## config.mk

```make
export PLATFORM = sky130hd
export DESIGN_NAME = bpa_ctrl
export DESIGN_NICKNAME = d
export VERILOG_FILES = /design/src/rtl/buddy_page_allocator_assert.svh /design/src/rtl/bpa_pkg.sv /design/src/rtl/bpa_ctrl.sv
export SDC_FILE = /design/constraint.sdc
export NUM_CORES = 2
export LEC_CHECK = 0
export ABC_AREA = 1
export BUFFER_PORTS_ARGS = -buffer_cell sky130_fd_sc_hd__buf_2
export CAP_MARGIN = 20
export CORE_ASPECT_RATIO = 1.2
export CORE_MARGIN = 8
export CORE_UTILIZATION = 45
export CTS_CLUSTER_DIAMETER = 120
export DETAILED_ROUTE_END_ITERATION = 16
export SETUP_SLACK_MARGIN = 0.4
export SLEW_MARGIN = 15
export SYNTH_ARGS = -nofsm -noshare
export SYNTH_HDL_FRONTEND = slang
export SYNTH_SLANG_ARGS = --single-unit
```

## constraint.sdc

```tcl
create_clock -name clk -period 9.2 [get_ports clk]
set_clock_uncertainty 0.2 [all_clocks]
set_input_delay 0 -clock clk [delete_from_list [all_inputs] [get_ports clk]]
set_output_delay 0 -clock clk [all_outputs]
set_load 0.02 [all_outputs]
```

## src/rtl/buddy_page_allocator_assert.svh

```systemverilog
// Assertion macros for the buddy page allocator.
// Used by the top level; expects clk and rst_n in scope.
`ifndef BUDDY_PAGE_ALLOCATOR_ASSERT_SVH
`define BUDDY_PAGE_ALLOCATOR_ASSERT_SVH

`ifndef ASSERT_OFF
// property holds at every clock edge out of reset
`define BPA_ASSERT(label, prop, msg) \
    label: assert property (@(posedge clk) disable iff (!rst_n) prop) else $error(msg);
// consequent holds in the cycle after the antecedent
`define BPA_ASSERT_NEXT(label, ante, cons, msg) \
    label: assert property (@(posedge clk) disable iff (!rst_n) (ante) |=> (cons)) \
        else $error(msg);
`else
`define BPA_ASSERT(label, prop, msg)
`define BPA_ASSERT_NEXT(label, ante, cons, msg)
`endif

`endif

```

## src/rtl/bpa_pkg.sv

```systemverilog
// Shared types, codes and helpers of the buddy page allocator.
// No dependencies.
`timescale 1ns / 1ps
package bpa_pkg;

    localparam int MAX_RANK      = 16;
    localparam int DEF_MAX_PAGES = 65536;
    localparam int PAGE_SHIFT    = 12;      // 4096-byte pages
    localparam int OFS_W         = 28;
    localparam int RANK_W        = 5;
    localparam int PG_W          = 17;      // page index plus the empty mark
    localparam int RIDX_W        = $clog2(MAX_RANK);

    localparam logic [1:0] FN_ALLOC  = 2'd0;
    localparam logic [1:0] FN_FREE   = 2'd1;
    localparam logic [1:0] FN_QRANK  = 2'd2;
    localparam logic [1:0] FN_QCOUNT = 2'd3;

    localparam logic [1:0] ST_OK      = 2'd0;
    localparam logic [1:0] ST_INVAL   = 2'd1;
    localparam logic [1:0] ST_NOSPACE = 2'd2;

    typedef logic [PG_W-1:0] page_t;

    // page store entry: allocated rank, or free-block head mark with its rank
    typedef struct packed {
        logic              free;
        logic [RANK_W-1:0] rank;
    } tag_t;

    typedef struct packed {
        page_t next;
        page_t prev;
    } link_t;

    typedef struct packed {
        logic  we;
        logic  re;
        page_t addr;
        tag_t  wdata;
    } pm_req_t;

    typedef struct packed {
        logic  re;
        logic  we_next;
        logic  we_prev;
        page_t addr;
        link_t wdata;
    } lm_req_t;

    function automatic page_t blk_size(input logic [RANK_W-1:0] r);
        return page_t'(1) << (r - 1'b1);
    endfunction

endpackage

```

## src/rtl/bpa_ctrl.sv

```systemverilog
// Allocator sequencer: list heads and counts, clear/seed, operations.
// Depends on bpa_pkg; drives bpa_page_mem and bpa_link_mem.
`timescale 1ns / 1ps
module bpa_ctrl #(
    parameter int MAX_PAGES = bpa_pkg::DEF_MAX_PAGES
) (
    input  logic                        clk,
    input  logic                        rst_n,
    input  logic                        start,
    input  logic [1:0]                  func,
    input  logic [bpa_pkg::RANK_W-1:0]  req_rank,
    input  logic [bpa_pkg::OFS_W-1:0]   byte_offset,
    input  bpa_pkg::page_t              pool,
    input  logic                        cfg_wr,
    output logic                        busy,
    output logic                        done,
    output logic [1:0]                  status,
    output logic [15:0]                 block_page,
    output logic [16:0]                 answer,
    output bpa_pkg::pm_req_t            pm_req,
    input  bpa_pkg::tag_t               pm_rdata,
    output bpa_pkg::lm_req_t            lm_req,
    input  bpa_pkg::link_t              lm_rdata
);
    import bpa_pkg::*;

    localparam page_t NIL  = PG_W'(MAX_PAGES);
    localparam page_t LAST = PG_W'(MAX_PAGES - 1);

    typedef enum logic [17:0] {
        S_CLR     = 18'b000000000000000001,
        S_SEED    = 18'b000000000000000010,
        S_IDLE    = 18'b000000000000000100,
        S_DISP    = 18'b000000000000001000,
        S_A_POP   = 18'b000000000000010000,
        S_A_SPLIT = 18'b000000000000100000,
        S_A_FILL  = 18'b000000000001000000,
        S_R_CHK   = 18'b000000000010000000,
        S_R_CLR   = 18'b000000000100000000,
        S_R_MRG   = 18'b000000001000000000,
        S_R_BUD   = 18'b000000010000000000,
        S_R_UNL   = 18'b000000100000000000,
        S_R_UNL2  = 18'b000001000000000000,
        S_Q_CHK   = 18'b000010000000000000,
        S_Q_SCAN  = 18'b000100000000000000,
        S_PUSH0   = 18'b001000000000000000,
        S_PUSH1   = 18'b010000000000000000,
        S_FIN     = 18'b100000000000000000
    } state_t;

    state_t             state_reg, state_next, ret_reg, ret_next;
    logic [1:0]         func_reg, func_next;
    logic [RANK_W-1:0]  req_reg, req_next, r_reg, r_next;
    logic [RANK_W-1:0]  push_rank_reg, push_rank_next;
    logic               ofs_ok_reg, ofs_ok_next;
    page_t              pg_reg, pg_next, cnt_reg, cnt_next, bud_reg, bud_next;
    page_t              push_page_reg, push_page_next, old_head_reg, old_head_next;
    page_t              nxt_reg, nxt_next, prv_reg, prv_next;
    page_t              heads_reg [MAX_RANK];
    page_t              heads_next [MAX_RANK];
    page_t              counts_reg [MAX_RANK];
    page_t              counts_next [MAX_RANK];
    logic               done_reg, done_next;
    logic [1:0]         status_reg, status_next;
    logic [15:0]        bpage_reg, bpage_next;
    logic [16:0]        answer_reg, answer_next;

    logic               found_hit;
    logic [RIDX_W-1:0]  found_idx, list_idx;
    logic [RANK_W-1:0]  seed_rank;
    page_t              head_rd, cnt_rd;

    // lowest non-empty rank at or above the request
    always_comb
    begin
        found_hit = 1'b0;
        found_idx = '0;
        for (int i = MAX_RANK - 1; i >= 0; i--)
        begin
            if (counts_reg[i] != '0 && (RANK_W'(i) + 1'b1) >= req_reg)
            begin
                found_hit = 1'b1;
                found_idx = RIDX_W'(i);
            end
        end
    end

    // largest aligned block at the seed cursor that fits in the pool
    always_comb
    begin
        seed_rank = RANK_W'(1);
        for (int i = 1; i <= MAX_RANK; i++)
        begin
            if ((pg_reg & (blk_size(RANK_W'(i)) - 1'b1)) == '0 &&
                ({1'b0, pg_reg} + {1'b0, blk_size(RANK_W'(i))}) <= {1'b0, pool})
            begin
                seed_rank = RANK_W'(i);
            end
        end
    end

    // single list-table port
    always_comb
    begin
        list_idx = '0;
        unique case (state_reg) inside
            S_DISP:
            begin
                if (func_reg == FN_ALLOC) list_idx = found_idx;
                else                      list_idx = RIDX_W'(req_reg - 1'b1);
            end
            S_A_POP, S_R_UNL: list_idx = RIDX_W'(r_reg - 1'b1);
            S_PUSH0:          list_idx = RIDX_W'(push_rank_reg - 1'b1);
            default:          list_idx = '0;
        endcase
    end

    assign head_rd = heads_reg[list_idx];
    assign cnt_rd  = counts_reg[list_idx];

    always_comb
    begin
        tag_t  e;
        link_t l;
        page_t s;
        page_t bud;
        logic  rbad;

        state_next     = state_reg;
        ret_next       = ret_reg;
        func_next      = func_reg;
        req_next       = req_reg;
        r_next         = r_reg;
        push_rank_next = push_rank_reg;
        ofs_ok_next    = ofs_ok_reg;
        pg_next        = pg_reg;
        cnt_next       = cnt_reg;
        bud_next       = bud_reg;
        push_page_next = push_page_reg;
        old_head_next  = old_head_reg;
        nxt_next       = nxt_reg;
        prv_next       = prv_reg;
        heads_next     = heads_reg;
        counts_next    = counts_reg;
        done_next      = 1'b0;
        status_next    = status_reg;
        bpage_next     = bpage_reg;
        answer_next    = answer_reg;
        pm_req         = '0;
        lm_req         = '0;
        e              = pm_rdata;
        l              = lm_rdata;
        s              = blk_size(r_reg);
        bud            = pg_reg ^ s;
        rbad           = (req_reg == '0) || (req_reg > RANK_W'(MAX_RANK));

        unique case (state_reg)
            S_CLR:
            begin
                pm_req.we    = 1'b1;
                pm_req.addr  = cnt_reg;
                pm_req.wdata = '0;
                for (int i = 0; i < MAX_RANK; i++)
                begin
                    heads_next[i]  = NIL;
                    counts_next[i] = '0;
                end
                if (cnt_reg == LAST)
                begin
                    pg_next    = '0;
                    state_next = S_SEED;
                end
                else
                begin
                    cnt_next = cnt_reg + 1'b1;
                end
            end

            S_SEED:
            begin
                if (pg_reg < pool)
                begin
                    push_rank_next = seed_rank;
                    push_page_next = pg_reg;
                    pg_next        = pg_reg + blk_size(seed_rank);
                    ret_next       = S_SEED;
                    state_next     = S_PUSH0;
                end
                else
                begin
                    state_next = S_IDLE;
                end
            end

            S_IDLE:
            begin
                if (start)
                begin
                    func_next   = func;
                    req_next    = req_rank;
                    pg_next     = PG_W'(byte_offset[OFS_W-1:PAGE_SHIFT]);
                    ofs_ok_next = (byte_offset[PAGE_SHIFT-1:0] == '0) &&
                                  (PG_W'(byte_offset[OFS_W-1:PAGE_SHIFT]) < pool);
                    status_next = ST_OK;
                    bpage_next  = '0;
                    answer_next = '0;
                    state_next  = S_DISP;
                end
            end

            S_DISP:
            begin
                case (func_reg) inside
                    FN_ALLOC:
                    begin
                        if (rbad)
                        begin
                            status_next = ST_INVAL;
                            state_next  = S_FIN;
                        end
                        else if (!found_hit)
                        begin
                            status_next = ST_NOSPACE;
                            state_next  = S_FIN;
                        end
                        else
                        begin
                            pg_next               = head_rd;
                            r_next                = RANK_W'(found_idx) + 1'b1;
                            counts_next[list_idx] = cnt_rd - 1'b1;
                            lm_req.re             = 1'b1;
                            lm_req.addr           = head_rd;
                            state_next            = S_A_POP;
                        end
                    end
                    FN_FREE, FN_QRANK:
                    begin
                        if (!ofs_ok_reg)
                        begin
                            status_next = ST_INVAL;
                            state_next  = S_FIN;
                        end
                        else
                        begin
                            pm_req.re   = 1'b1;
                            pm_req.addr = pg_reg;
                            state_next  = (func_reg == FN_FREE) ? S_R_CHK : S_Q_CHK;
                        end
                    end
                    default:
                    begin
                        if (rbad) status_next = ST_INVAL;
                        else      answer_next = cnt_rd;
                        state_next = S_FIN;
                    end
                endcase
            end

            S_A_POP:
            begin
                heads_next[list_idx] = l.next;
                if (l.next != NIL)
                begin
                    lm_req.we_prev    = 1'b1;
                    lm_req.addr       = l.next;
                    lm_req.wdata.prev = NIL;
                end
                state_next = S_A_SPLIT;
            end

            S_A_SPLIT:
            begin
                if (r_reg > req_reg)
                begin
                    r_next         = r_reg - 1'b1;
                    push_rank_next = r_reg - 1'b1;
                    push_page_next = pg_reg + blk_size(r_reg - 1'b1);
                    ret_next       = S_A_SPLIT;
                    state_next     = S_PUSH0;
                end
                else
                begin
                    cnt_next   = '0;
                    state_next = S_A_FILL;
                end
            end

            S_A_FILL:
            begin
                pm_req.we         = 1'b1;
                pm_req.addr       = pg_reg + cnt_reg;
                pm_req.wdata.free = 1'b0;
                pm_req.wdata.rank = req_reg;
                if (cnt_reg == blk_size(req_reg) - 1'b1)
                begin
                    bpage_next = pg_reg[15:0];
                    state_next = S_FIN;
                end
                else
                begin
                    cnt_next = cnt_reg + 1'b1;
                end
            end

            S_R_CHK:
            begin
                if (e.free || e.rank == '0 || e.rank > RANK_W'(MAX_RANK) ||
                    (pg_reg & (blk_size(e.rank) - 1'b1)) != '0)
                begin
                    status_next = ST_INVAL;
                    state_next  = S_FIN;
                end
                else
                begin
                    r_next     = e.rank;
                    cnt_next   = '0;
                    state_next = S_R_CLR;
                end
            end

            S_R_CLR:
            begin
                pm_req.we    = 1'b1;
                pm_req.addr  = pg_reg + cnt_reg;
                pm_req.wdata = '0;
                if (cnt_reg == s - 1'b1) state_next = S_R_MRG;
                else                     cnt_next   = cnt_reg + 1'b1;
            end

            S_R_MRG:
            begin
                if (r_reg < RANK_W'(MAX_RANK) &&
                    ({1'b0, bud} + {1'b0, s}) <= {1'b0, pool})
                begin
                    bud_next    = bud;
                    pm_req.re   = 1'b1;
                    pm_req.addr = bud;
                    state_next  = S_R_BUD;
                end
                else
                begin
                    push_rank_next = r_reg;
                    push_page_next = pg_reg;
                    ret_next       = S_FIN;
                    state_next     = S_PUSH0;
                end
            end

            S_R_BUD:
            begin
                if (e.free && e.rank == r_reg)
                begin
                    pm_req.we    = 1'b1;
                    pm_req.addr  = bud_reg;
                    pm_req.wdata = '0;
                    lm_req.re    = 1'b1;
                    lm_req.addr  = bud_reg;
                    state_next   = S_R_UNL;
                end
                else
                begin
                    push_rank_next = r_reg;
                    push_page_next = pg_reg;
                    ret_next       = S_FIN;
                    state_next     = S_PUSH0;
                end
            end

            S_R_UNL:
            begin
                nxt_next              = l.next;
                prv_next              = l.prev;
                counts_next[list_idx] = cnt_rd - 1'b1;
                if (l.prev == NIL)
                begin
                    heads_next[list_idx] = l.next;
                end
                else
                begin
                    lm_req.we_next    = 1'b1;
                    lm_req.addr       = l.prev;
                    lm_req.wdata.next = l.next;
                end
                if (l.next != NIL)
                begin
                    state_next = S_R_UNL2;
                end
                else
                begin
                    pg_next    = (bud_reg < pg_reg) ? bud_reg : pg_reg;
                    r_next     = r_reg + 1'b1;
                    state_next = S_R_MRG;
                end
            end

            S_R_UNL2:
            begin
                lm_req.we_prev    = 1'b1;
                lm_req.addr       = nxt_reg;
                lm_req.wdata.prev = prv_reg;
                pg_next           = (bud_reg < pg_reg) ? bud_reg : pg_reg;
                r_next            = r_reg + 1'b1;
                state_next        = S_R_MRG;
            end

            S_Q_CHK:
            begin
                if (!e.free && e.rank != '0)
                begin
                    answer_next = 17'(e.rank);
                    state_next  = S_FIN;
                end
                else
                begin
                    r_next      = RANK_W'(MAX_RANK);
                    pm_req.re   = 1'b1;
                    pm_req.addr = pg_reg & ~(blk_size(RANK_W'(MAX_RANK)) - 1'b1);
                    state_next  = S_Q_SCAN;
                end
            end

            S_Q_SCAN:
            begin
                if (e.free && e.rank == r_reg)
                begin
                    answer_next = 17'(r_reg);
                    state_next  = S_FIN;
                end
                else if (r_reg == RANK_W'(1))
                begin
                    status_next = ST_INVAL;
                    state_next  = S_FIN;
                end
                else
                begin
                    r_next      = r_reg - 1'b1;
                    pm_req.re   = 1'b1;
                    pm_req.addr = pg_reg & ~(blk_size(r_reg - 1'b1) - 1'b1);
                end
            end

            S_PUSH0:
            begin
                lm_req.we_next        = 1'b1;
                lm_req.we_prev        = 1'b1;
                lm_req.addr           = push_page_reg;
                lm_req.wdata.next     = head_rd;
                lm_req.wdata.prev     = NIL;
                pm_req.we             = 1'b1;
                pm_req.addr           = push_page_reg;
                pm_req.wdata.free     = 1'b1;
                pm_req.wdata.rank     = push_rank_reg;
                heads_next[list_idx]  = push_page_reg;
                counts_next[list_idx] = cnt_rd + 1'b1;
                old_head_next         = head_rd;
                state_next            = (head_rd != NIL) ? S_PUSH1 : ret_reg;
            end

            S_PUSH1:
            begin
                lm_req.we_prev    = 1'b1;
                lm_req.addr       = old_head_reg;
                lm_req.wdata.prev = push_page_reg;
                state_next        = ret_reg;
            end

            S_FIN:
            begin
                done_next  = 1'b1;
                state_next = S_IDLE;
            end

            default:
            begin
                state_next = S_IDLE;
            end
        endcase

        // a pool write restarts the clear pass
        if (cfg_wr)
        begin
            cnt_next   = '0;
            done_next  = 1'b0;
            state_next = S_CLR;
        end
    end

    always_ff @(posedge clk or negedge rst_n)
    begin
        if (!rst_n)
        begin
            state_reg <= S_CLR;
            ret_reg   <= S_IDLE;
            cnt_reg   <= '0;
            done_reg  <= 1'b0;
            for (int i = 0; i < MAX_RANK; i++)
            begin
                heads_reg[i]  <= NIL;
                counts_reg[i] <= '0;
            end
        end
        else
        begin
            state_reg  <= state_next;
            ret_reg    <= ret_next;
            cnt_reg    <= cnt_next;
            done_reg   <= done_next;
            heads_reg  <= heads_next;
            counts_reg <= counts_next;
        end
    end

    always_ff @(posedge clk)
    begin
        func_reg      <= func_next;
        req_reg       <= req_next;
        r_reg         <= r_next;
        push_rank_reg <= push_rank_next;
        ofs_ok_reg    <= ofs_ok_next;
        pg_reg        <= pg_next;
        bud_reg       <= bud_next;
        push_page_reg <= push_page_next;
        old_head_reg  <= old_head_next;
        nxt_reg       <= nxt_next;
        prv_reg       <= prv_next;
        status_reg    <= status_next;
        bpage_reg     <= bpage_next;
        answer_reg    <= answer_next;
    end

    assign busy       = (state_reg != S_IDLE);
    assign done       = done_reg;
    assign status     = status_reg;
    assign block_page = bpage_reg;
    assign answer     = answer_reg;

endmodule

```

==> flow_results.org <==
** Outcome
- The flow ran to the end, and the final reports show no timing, DRC or antenna violations.

** Clock tree
- Root Driver :: sky130_fd_sc_hd__clkbuf_16
- Number of buffers on the longest clock path :: 3
- TritonCTS built the clock tree.
- The H-tree was split into 3 levels.
- Number of clock buffers inserted by TritonCTS :: 87
- CTS saw 739 sinks.
- Setup bufs post-CTS :: 0
- At the later pin of the worst-skew pair, clock insertion delay measures 730 ps.
- Post-CTS clock slew at the launch and capture registers of the worst setup and hold paths :: 60 ps

** Logic synthesis
- Number of instances in the synthesized netlist :: between 7000 and 8000
- Ranked by instance count, the synthesized netlist is headed by 1462 x sky130_fd_sc_hd__nand2_1, 1032 x sky130_fd_sc_hd__inv_1, 824 x sky130_fd_sc_hd__nor2_1.
- Post-Syn Nets :: 8386
- Cell area after technology mapping :: 0.0568 mm²
- The share of the Yosys chip area taken by registers is 0.340.
- Number of storage elements in the synthesis netlist :: 739
- Dividing the synthesized area by the synthesized cell count gives 7.13 µm².
- The largest total area in the synthesized netlist belongs to sky130_fd_sc_hd__dfrtp_1.
- Yosys mapped a number of flops with a built-in enable equal to 155.
- Leading post-synthesis cells by cell area :: sky130_fd_sc_hd__dfrtp_1 25%, sky130_fd_sc_hd__nand2_1 9.7%, sky130_fd_sc_hd__edfxtp_1 8.2%
- Synthesis Warnings :: 0
- Counting flops with an async set or reset pin after synthesis yields a share of 0.790.
- Main synth FF type :: sky130_fd_sc_hd__dfrtp_1
- Distinct cell type count of the synthesized netlist :: 72
- Area share of the largest cell type after synthesis :: 0.249
- In the post-synthesis netlist, the cell with the most instances is sky130_fd_sc_hd__nand2_1.

** Die
- Pin placement for this block handled 212 I/O pins.
- The floorplan step defined a die boundary enclosing 0.138 mm².
- The core region is 0.126 mm².
- Measured along the y axis, the die boundary spans 405 µm.
- Number of placement rows :: 143
- Overall die width :: 340 µm
- The initial utilization of the core area, before any placement, comes to 0.451.

** Timing
- Final total negative setup slack :: 0 ps
- Timing would allow up to approximately 120 MHz.
- Of the available clock period, the critical path in the final layout requires 0.919.
- Setup violations remaining at the end of the flow were counted as 0.
- Clock period minus final worst setup slack :: 8460 ps
- In this run the tightest slew margin relative to its limit is 0.201.
- Transition time of the tightest slew-check pin :: between 1000 and 1500 ps
- Setup repair after global routing left no endpoint under its margin.
- The max-slew violation total from the final report is 0.
- Setup slack closes at about 740 ps.
- Hold violation total from the final report :: 0

** Drt
- Dividing the detail-routed wire length by the instance count gives 28.5 µm.
- Residual DRC count :: 0
- The detail route stage leaves a number of antenna-violating nets equal to 0.
- Dividing the detail-routed via count by the number of cells gives slightly above 6.
- For this block, the initial DRC count from the detailed router was 7991.
- Across all layers, the routed design uses 61587 vias.
- For this block, the routed nets add up to about 280 mm of wire.
- Total iterations of the first detailed-routing run :: 6

** Power
- For this design the static power due to leakage is 28.6 nW.
- Maximum ir drop on the vdd rail :: 378 µV
- Power density over the cells :: about 230 mW/mm²

** Critical path
- In this run the critical register-to-register path is launched from pg_reg[11].
- STA puts the critical path data required time at around 9000 ps.
- Critical path fanouts, max :: 15
- Crit. End Element :: output port
- Counting cells, the worst reg-to-reg path comes to 56.
- STA classifies the critical path startpoint as a flip-flop.
- Critical register-to-register path endpoint :: pg_reg[16]
- By startpoint and endpoint, the worst setup path is classified as flip-flop to output port.
- Data on the critical path arrives at its endpoint at approximately 8300 ps.
- Minimum setup slack among reg-to-reg paths :: about 1100 ps
- Endpoint of the worst setup timing path :: pm_req[8]
- Beginning of the critical path :: r_reg[1]

** Worst hold path
- The worst hold path was traced through 2 stages.
- In this run the worst hold path is classified as primary input to flip-flop.

** Placement
- Number of buffers added on ports :: 211
- Half-perimeter wire length after detailed placement :: 207 mm
- Worst slack, placed :: 1070 ps
- Final weighted congestion in routability-driven placement :: 1.09

** Global route
- The number of antenna violations at the first check in global routing came to 18.
- Entering global routing, the biggest net connects 183 pins.
- After global routing the overflow that remains totals 0.
- Global-route wire length before repair :: ~400 mm
- Across every metal layer, demand over resource in global routing totals 0.392.
- The number of global-route vias before repair came to 58043.

** Layout
- Fraction of final layout cells sized beyond drive strength 1 :: 0.0971
- The area growth from synthesis to layout is 12.6%.
- The final layout contains 8574 nets.

** Run
- Count of maximum capacitance violations :: 0
==> cells by family (layout without fill, tap and decap cells) <==
group | Yosys count | after routing | synth area share
AND/OR/NAND/NOR | 3254 | 3254 | 0.250
AO/OA/AOI/OAI | 1920 | 1920 | 0.203
buffers and inverters | 1547 | 1805 | 0.107
flip-flops | 739 | 739 | 0.340
adder cells (fa/ha/maj) | 321 | 321 | 0.0713
XOR/XNOR | 188 | 188 | 0.0299
other | 0 | 9 | 0
==> cells in the final DEF, fill, tap and decap left out, types with 17 or more instances in the layout <==
cell and count:
sky130_fd_sc_hd__nand2_1 1459, sky130_fd_sc_hd__inv_1 1031, sky130_fd_sc_hd__nor2_1 819, sky130_fd_sc_hd__o21ai_0 766, sky130_fd_sc_hd__dfrtp_1 566, sky130_fd_sc_hd__nand3_1 446, sky130_fd_sc_hd__a21oi_1 346, sky130_fd_sc_hd__ha_1 315
sky130_fd_sc_hd__nand4_1 250, sky130_fd_sc_hd__buf_4 242, sky130_fd_sc_hd__buf_2 210, sky130_fd_sc_hd__xor2_1 162, sky130_fd_sc_hd__edfxtp_1 155, sky130_fd_sc_hd__a31oi_1 139, sky130_fd_sc_hd__a32oi_1 130, sky130_fd_sc_hd__dlygate4sd3_1 96
sky130_fd_sc_hd__clkbuf_16 89, sky130_fd_sc_hd__o21ai_1 87, sky130_fd_sc_hd__nor4_1 78, sky130_fd_sc_hd__a22oi_1 68, sky130_fd_sc_hd__nor3_1 64, sky130_fd_sc_hd__o22ai_1 60, sky130_fd_sc_hd__inv_2 42, sky130_fd_sc_hd__a21boi_0 41
sky130_fd_sc_hd__o221ai_1 40, sky130_fd_sc_hd__o211ai_1 39, sky130_fd_sc_hd__nor2_2 34, sky130_fd_sc_hd__o21bai_1 34, sky130_fd_sc_hd__a21boi_1 32, sky130_fd_sc_hd__or2_2 28, sky130_fd_sc_hd__o2111ai_1 23, sky130_fd_sc_hd__clkbuf_1 22
sky130_fd_sc_hd__a221oi_1 20, sky130_fd_sc_hd__a211oi_1 20, sky130_fd_sc_hd__xnor2_1 19, sky130_fd_sc_hd__clkbuf_8 19, sky130_fd_sc_hd__nor2_4 18, sky130_fd_sc_hd__dfstp_2 18, sky130_fd_sc_hd__a2111oi_0 17
==> how the worst min path moves through the flow <==
| stage | endpoint | slack (ps) | from |
|---|---|---|---|
| finish | nxt_reg[16] | 60 | lm_rdata[33] |
| global placement | heads_reg[143] | -120 | rst_n |
| global route | nxt_reg[16] | 40 | lm_rdata[33] |
| CTS | nxt_reg[16] | 7 | lm_rdata[33] |
| detailed placement | heads_reg[143] | -110 | rst_n |
| floorplan | cnt_reg[0] | -500 | rst_n |
==> area by class of cell <==
class / count / area, µm²
tap: 1667 / 2090
sequential: 739 / 19300
antenna: 9 / 22.5
clock inverter: 29 / 280
clock buffer: 130 / 2570
multi-input combinational: 5683 / 31600
fill: 12744 / 62000
timing repair buffer: 556 / 3980
inverter: 1090 / 4100
==> per-layer routing <==
layer,global-route usage,vias to the layer above,routed length (µm)
met5,0,-,74
met4,0.286,10,24600
met3,0.0727,848,24700
met2,0.626,3608,128000
met1,0.474,29666,105000
li1,-,27455,-
==> per-stage QoR <==
stage / utilization / instance area, µm² / total power [mW] / hold slack (ps) / instances
after global routing: 0.507 / 63900 / 15.3 / 43.7 / 9894
after floorplan: - / 56800 / 7.85 / -496 / 7969
after CTS: 0.507 / 63900 / 14.4 / 6.68 / 9892
after global placement: 0.476 / 60000 / 10.8 / -119 / 9635
after detailed placement: 0.477 / 60000 / 10.8 / -114 / 9636
final: 0.507 / 63900 / 14.6 / 57.7 / 9903
==> repair_timing <==
action,4_1_cts,5_1_grt
hold buffers,97,0
endpoints found under the hold margin,581,0
resized for setup,0,5
endpoints found under the setup margin,0,2
==> report_power, final <==
part           total, mW  internal, mW  leakage [nW]  switching [mW]
combinational       7.41          2.03          17.7            5.38
sequential          3.66          3.54          9.50           0.126
clock               3.56          1.98          1.40            1.58
total               14.6          7.54          28.6            7.09
==> critical path, stage by stage, from the launching register on <==
cell and delay, ps:
sky130_fd_sc_hd__edfxtp_1 540, sky130_fd_sc_hd__inv_1 280, sky130_fd_sc_hd__ha_1 250, sky130_fd_sc_hd__nand2_1 100, sky130_fd_sc_hd__xor2_2 340, sky130_fd_sc_hd__nor2_1 180, sky130_fd_sc_hd__inv_2 150, sky130_fd_sc_hd__nor2_1 70
sky130_fd_sc_hd__buf_4 180, sky130_fd_sc_hd__ha_1 210, sky130_fd_sc_hd__inv_1 80, sky130_fd_sc_hd__o221ai_1 160, sky130_fd_sc_hd__a21boi_0 340, sky130_fd_sc_hd__o221ai_1 240, sky130_fd_sc_hd__a221oi_1 870, sky130_fd_sc_hd__o21ai_0 440
sky130_fd_sc_hd__buf_4 280, sky130_fd_sc_hd__a31oi_1 160, sky130_fd_sc_hd__xor2_1 90, sky130_fd_sc_hd__ha_1 300, sky130_fd_sc_hd__nand2_1 140, sky130_fd_sc_hd__nor3_1 220, sky130_fd_sc_hd__nand3_1 180, sky130_fd_sc_hd__a21oi_1 210
sky130_fd_sc_hd__nand3_1 290, sky130_fd_sc_hd__buf_4 330, sky130_fd_sc_hd__o2111ai_1 610, sky130_fd_sc_hd__buf_2 290
Note: power is estimated with default switching activity, not from simulation.
